File: src/rtl/ptcs_pkg.sv
package ptcs_pkg;

  localparam int CAPACITY_DEF = 32;
  localparam int MAX_RESULTS  = 32;
  localparam int NMW          = $clog2(MAX_RESULTS + 1);

  localparam logic [1:0] CMD_ADD    = 2'd0;
  localparam logic [1:0] CMD_RADIUS = 2'd1;
  localparam logic [1:0] CMD_LOOK   = 2'd2;
  localparam logic [1:0] CMD_UNUSED = 2'd3;

  localparam logic        CFG_MAX_DISTANCE = 1'b0;
  localparam logic        CFG_MIN_COSINE   = 1'b1;

  localparam logic [22:0] MAX_DISTANCE_RST = 23'd10240;
  localparam logic [15:0] MIN_COSINE_RST   = 16'd29491;

  localparam logic [1:0] EMIT_ADD   = 2'd0;
  localparam logic [1:0] EMIT_PEND  = 2'd1;
  localparam logic [1:0] EMIT_FINAL = 2'd2;

  localparam logic MUL_DOT = 1'b0;
  localparam logic MUL_RHS = 1'b1;

  typedef struct packed {
    logic       load_item;
    logic       setup1;
    logic       setup2;
    logic       setup3;
    logic       diff;
    logic       sq;
    logic       sum;
    logic       next_idx;
    logic       take_match;
    logic       mul_start;
    logic       mul_sel;
    logic       cap_lhs;
    logic       take_best;
    logic       emit;
    logic [1:0] emit_kind;
  } ptcs_cmd_t;

  typedef struct packed {
    logic look;
    logic walk_end;
    logic rad_match;
    logic pend_valid;
    logic look_cand;
    logic in_cone;
    logic mul_done;
    logic out_free;
  } ptcs_stat_t;

endpackage

File: src/rtl/ptcs_ctrl.sv
module ptcs_ctrl (
  input  logic                clk,
  input  logic                rst_n,
  input  logic                in_valid,
  input  logic [1:0]          in_cmd,
  output logic                in_stall,
  input  ptcs_pkg::ptcs_stat_t st,
  output ptcs_pkg::ptcs_cmd_t  cmd
);

  localparam logic [3:0] S_IDLE  = 4'd0;
  localparam logic [3:0] S_ADD   = 4'd1;
  localparam logic [3:0] S_SET1  = 4'd2;
  localparam logic [3:0] S_SET2  = 4'd3;
  localparam logic [3:0] S_SET3  = 4'd4;
  localparam logic [3:0] S_FETCH = 4'd5;
  localparam logic [3:0] S_DIFF  = 4'd6;
  localparam logic [3:0] S_SQ    = 4'd7;
  localparam logic [3:0] S_SUM   = 4'd8;
  localparam logic [3:0] S_EVAL  = 4'd9;
  localparam logic [3:0] S_MULA  = 4'd10;
  localparam logic [3:0] S_MULAW = 4'd11;
  localparam logic [3:0] S_MULB  = 4'd12;
  localparam logic [3:0] S_MULBW = 4'd13;
  localparam logic [3:0] S_CMP   = 4'd14;
  localparam logic [3:0] S_FIN   = 4'd15;

  logic [3:0] state_r, state_nxt;

  assign in_stall = (state_r != S_IDLE);

  always_comb begin
    state_nxt = state_r;
    cmd       = '0;
    case (state_r)
      S_IDLE: begin
        if (in_valid) begin
          cmd.load_item = 1'b1;
          case (in_cmd)
            ptcs_pkg::CMD_ADD:    state_nxt = S_ADD;
            ptcs_pkg::CMD_RADIUS: state_nxt = S_SET1;
            ptcs_pkg::CMD_LOOK:   state_nxt = S_SET1;
            default:              state_nxt = S_IDLE;
          endcase
        end
      end
      S_ADD: begin
        if (st.out_free) begin
          cmd.emit      = 1'b1;
          cmd.emit_kind = ptcs_pkg::EMIT_ADD;
          state_nxt     = S_IDLE;
        end
      end
      S_SET1: begin
        cmd.setup1 = 1'b1;
        state_nxt  = S_SET2;
      end
      S_SET2: begin
        cmd.setup2 = 1'b1;
        state_nxt  = S_SET3;
      end
      S_SET3: begin
        cmd.setup3 = 1'b1;
        state_nxt  = S_FETCH;
      end
      S_FETCH: begin
        state_nxt = st.walk_end ? S_FIN : S_DIFF;
      end
      S_DIFF: begin
        cmd.diff  = 1'b1;
        state_nxt = S_SQ;
      end
      S_SQ: begin
        cmd.sq    = 1'b1;
        state_nxt = S_SUM;
      end
      S_SUM: begin
        cmd.sum   = 1'b1;
        state_nxt = S_EVAL;
      end
      S_EVAL: begin
        if (st.look) begin
          if (st.look_cand) begin
            state_nxt = S_MULA;
          end else begin
            cmd.next_idx = 1'b1;
            state_nxt    = S_FETCH;
          end
        end else if (!st.rad_match) begin
          cmd.next_idx = 1'b1;
          state_nxt    = S_FETCH;
        end else if (!st.pend_valid || st.out_free) begin
          cmd.emit       = st.pend_valid;
          cmd.emit_kind  = ptcs_pkg::EMIT_PEND;
          cmd.take_match = 1'b1;
          cmd.next_idx   = 1'b1;
          state_nxt      = S_FETCH;
        end
      end
      S_MULA: begin
        cmd.mul_start = 1'b1;
        cmd.mul_sel   = ptcs_pkg::MUL_DOT;
        state_nxt     = S_MULAW;
      end
      S_MULAW: begin
        if (st.mul_done) begin
          cmd.cap_lhs = 1'b1;
          state_nxt   = S_MULB;
        end
      end
      S_MULB: begin
        cmd.mul_start = 1'b1;
        cmd.mul_sel   = ptcs_pkg::MUL_RHS;
        state_nxt     = S_MULBW;
      end
      S_MULBW: begin
        if (st.mul_done) begin
          state_nxt = S_CMP;
        end
      end
      S_CMP: begin
        cmd.take_best = st.in_cone;
        cmd.next_idx  = 1'b1;
        state_nxt     = S_FETCH;
      end
      S_FIN: begin
        if (st.out_free) begin
          cmd.emit      = 1'b1;
          cmd.emit_kind = ptcs_pkg::EMIT_FINAL;
          state_nxt     = S_IDLE;
        end
      end
      default: state_nxt = S_IDLE;
    endcase
  end

  always_ff @(posedge clk) begin
    if (!rst_n) begin
      state_r <= S_IDLE;
    end else begin
      state_r <= state_nxt;
    end
  end

endmodule

File: config.mk
export PLATFORM = sky130hd
export DESIGN_NAME = ptcs_ctrl
export DESIGN_NICKNAME = d
export VERILOG_FILES = /design/src/rtl/ptcs_pkg.sv /design/src/rtl/ptcs_ctrl.sv
export SDC_FILE = /design/constraint.sdc
export NUM_CORES = 1
export LEC_CHECK = 0
export BUFFER_PORTS_ARGS = -buffer_cell sky130_fd_sc_hd__buf_2
export CAP_MARGIN = 20
export CORE_MARGIN = 5
export CORE_UTILIZATION = 35
export CTS_BUF_LIST = sky130_fd_sc_hd__clkbuf_4
export CTS_CLUSTER_SIZE = 12
export DETAILED_ROUTE_END_ITERATION = 12
export SLEW_MARGIN = 40
export SYNTH_ARGS = -nofsm -noshare
export SYNTH_HDL_FRONTEND = slang
export SYNTH_SLANG_ARGS = --single-unit
File: constraint.sdc
create_clock -name clk -period 1.9 [get_ports clk]
set_input_delay 0.285 -clock clk [delete_from_list [all_inputs] [get_ports clk]]
set_output_delay 0.285 -clock clk [all_outputs]
set_load 0.01 [all_outputs]
==> results.sh <==
export IMPL_largest_register="state_r"
export IMPL_outcome="finished, final reports clean"
export IMPL_clock_skew_ns=0.00336
export IMPL_clk_latency_ns=0.24
export IMPL_p_per_area_nw_per_um2=901
export IMPL_worstPathArrival_ns=1.48
export IMPL_synth_mux_area_frac=0.0525
export IMPL_crit_chain="inv_2 > nand2_2 > nor4_1 > buf_2"
export IMPL_largest_register_ff_count=4
export IMPL_drt_wl_total_um=1780
export IMPL_cts_path_max_buffers=2
export IMPL_rsz0062_at_grt="false"
export IMPL_grt_first_pass_wirelength_um=2880
export IMPL_core_um2=1520
export IMPL_layout_min_cycle_time_ns=1.76
export IMPL_crit_type="reg -> out"
export IMPL_post_cts_buffers=0
export IMPL_cts_tree="done"
export IMPL_slowest_stage="dfxtp_1"
export IMPL_drt_pass1_iterations=4
export IMPL_drt_initial_drc_count=37
export IMPL_final_cells=130
export IMPL_area_growth_syn_to_layout_pct=30.9
export IMPL_cts_root_buffer="clkbuf_4"
export IMPL_grt_start_max_net_pins=20
export IMPL_dp_cells=127
export IMPL_fmax_ghz=0.567
export IMPL_yosys_warnings=0
export IMPL_slew_violations=0
export IMPL_min_to="state_r[1]"
export IMPL_ys_ff_latch=4
export IMPL_slowest_delay_ns=0.48
export IMPL_drcViolationCount=0
export IMPL_wl_per_cell_um=13.7
export IMPL_reg2reg_slack_ns=0.25
export IMPL_reg_top3="state_r x4"
export IMPL_die_width_um=50.4
export IMPL_finalSetupViolCount=0
export IMPL_rows=14
export IMPL_synth_compound_area_frac=0.195
export IMPL_tightestPinTransition_ns=0.578
export IMPL_cts_max_level=1
export IMPL_path_clk_slew_ns=0.04
export IMPL_syn_area_per_cell_um2=6.65
export IMPL_vdd_drop_max_mv=0.367
export IMPL_die_area_um2=2540
export IMPL_max_cap_violations=0
export IMPL_relSlewSlack=0.614
export IMPL_cts_made_buffers=3
export IMPL_period_share=0.928
export IMPL_n_antenna_cell=0
export IMPL_fin_tns_setup_ns=0
export IMPL_antenna_left=0
export IMPL_r2r_start="state_r[2]"
export IMPL_grt_pass1_vias=679
export IMPL_layout_commonest_cell="buf_2"
export IMPL_place_congestion=0.794
export IMPL_hold_path_class="in -> reg"
export IMPL_final_util=0.491
export IMPL_crit_required_ns=1.62
export IMPL_port_buffers=29
export IMPL_total_leakage_power_nw=0.369
export IMPL_grt_ovfl_total=0
export IMPL_rr_worst_depth=5
export IMPL_synth_net_count=100
export IMPL_end_kind="output pin"
export IMPL_postSynthCellCount=86
export IMPL_grt_util_all_layers=0.140
export IMPL_dr_total_vias=755
export IMPL_dpl_hpwl_um=1360
export IMPL_synth_top_family_by_area="simple AND/OR/NAND/NOR gates"
export IMPL_yosys_area_share_simple=0.470
export IMPL_nets=130
export IMPL_cts_hold_buf=0
export IMPL_start_util=0.375
export IMPL_netlist_area_um2=572
export IMPL_synth_adder_area_share=0.0219
export IMPL_power_uw=674
export IMPL_yosysUniqueCellTypes=37
export IMPL_via_per_inst=5.81
export IMPL_drive_gt1_frac=0.368
export IMPL_most_common_layout_cells="buf_2 (29), nand2_1 (11), nor2_1 (9), nor3_1 (6)"
export IMPL_worstPathMaxFanout=15
export IMPL_clkSinkCount=4
export IMPL_cts_resized=0
export IMPL_antenna_found_initial=0
export IMPL_yosysSeqAreaShare=0.140
export IMPL_pin_count=30
export IMPL_die_h_um=50.4
export IMPL_crit_path_start_kind="flip-flop"
export IMPL_synth_xor_area_frac=0.0284
export IMPL_rr_endpoint="state_r[3]"
export IMPL_final_hold_viol_count=0
export IMPL_hp_start="rst_n"
export IMPL_hold_depth=3
[layout make-up]
| class | count | area [um2] |
|---|---|---|
| Multi-Input combinational cell | 71 | 439 |
| Clock buffer | 3 | 22.5 |
| Timing Repair Buffer | 33 | 175 |
| Sequential cell | 4 | 80.1 |
| Inverter | 3 | 11.3 |
| Tap cell | 16 | 20.0 |
| Fill cell | 153 | 776 |
[worst max-delay path by stage]
| stage | start | to | slack, ns | cells past startpoint |
|---|---|---|---|---|
| after floorplan | state_r[1] | cmd[2] | 0.52 | 4 |
| after global placement | state_r[2] | state_r[0] | 0.33 | 5 |
| after detailed placement | state_r[2] | state_r[0] | 0.30 | 5 |
| after CTS | state_r[2] | cmd[7] | 0.15 | 4 |
| after global routing | state_r[2] | cmd[12] | 0.03 | 3 |
| final | state_r[2] | cmd[7] | 0.14 | 4 |
[through the flow]
stage	setup WS [ns]	hold WS (ns)	instance area, um2
floorplan	0.521	0.605	572
global placement	0.331	0.616	726
detailed placement	0.296	0.613	726
CTS	0.150	0.356	748
global route	0.0336	0.394	748
finish	0.137	0.365	748
[cells in the mapped netlist]
| master | instances | area (um2) |
|---|---|---|
| inv_2 | 1 | 3.75 |
| inv_1 | 2 | 7.51 |
| nand3_1 | 5 | 25.0 |
| a21oi_1 | 1 | 5.00 |
| nand2b_1 | 5 | 31.3 |
| nand4_1 | 1 | 6.26 |
| and3_1 | 1 | 6.26 |
| mux2i_1 | 3 | 30.0 |
| clkbuf_1 | 2 | 7.51 |
| o2111ai_1 | 1 | 8.76 |
| o32a_1 | 1 | 10.0 |
| buf_6 | 1 | 11.3 |
| a31oi_1 | 2 | 12.5 |
| nor2_1 | 9 | 33.8 |
| o31ai_2 | 1 | 12.5 |
| and3b_1 | 1 | 8.76 |
| o22ai_1 | 2 | 12.5 |
| o21ai_0 | 1 | 5.00 |
| nor2b_1 | 1 | 6.26 |
| buf_1 | 2 | 7.51 |
| nor3_1 | 6 | 30.0 |
| and2_1 | 1 | 6.26 |
| ha_1 | 1 | 12.5 |
| a22oi_1 | 1 | 7.51 |
| nor3b_2 | 1 | 12.5 |
| buf_2 | 3 | 15.0 |
| o221ai_1 | 1 | 8.76 |
| a211o_1 | 1 | 8.76 |
| a21o_1 | 2 | 15.0 |
| o21ai_1 | 1 | 5.00 |
| xnor2_2 | 1 | 16.3 |
| nand2_1 | 11 | 41.3 |
| nor3b_1 | 2 | 15.0 |
| nor4_1 | 3 | 18.8 |
| nand3b_1 | 2 | 15.0 |
| dfxtp_1 | 4 | 80.1 |
| nand2_2 | 2 | 12.5 |
[where the power goes]
group	total (mW)	switching, mW	internal (mW)
combinational	0.425	0.246	0.179
clock	0.112	0.0413	0.0711
sequential	0.137	0.0326	0.104
total	0.674	0.320	0.354
[worst max-delay path, delay by kind of cell (launching register included)]
kind | cells | cell delay (ns)
buf+inv | 2 | 0.35
flops | 1 | 0.48
simple gates | 2 | 0.40
[cells by family (layout without fill, tap and decap cells)]
family | after synthesis | count (layout)
AO/OA/AOI/OAI | 15 | 15
AND/OR/NAND/NOR | 51 | 51
multiplexers | 3 | 3
buffers and inverters | 11 | 39
flip-flops | 4 | 4
XOR/XNOR | 1 | 1
adder cells (fa/ha/maj) | 1 | 1
[layer usage]
| metal | GRT usage | share of wire |
|---|---|---|
| met4 | 0.0468 | 0.016 |
| met5 | 0 | 0 |
| met3 | 0.0473 | 0.072 |
| met1 | 0.179 | 0.43 |
| met2 | 0.220 | 0.48 |
(Power assumes the default switching activity.)
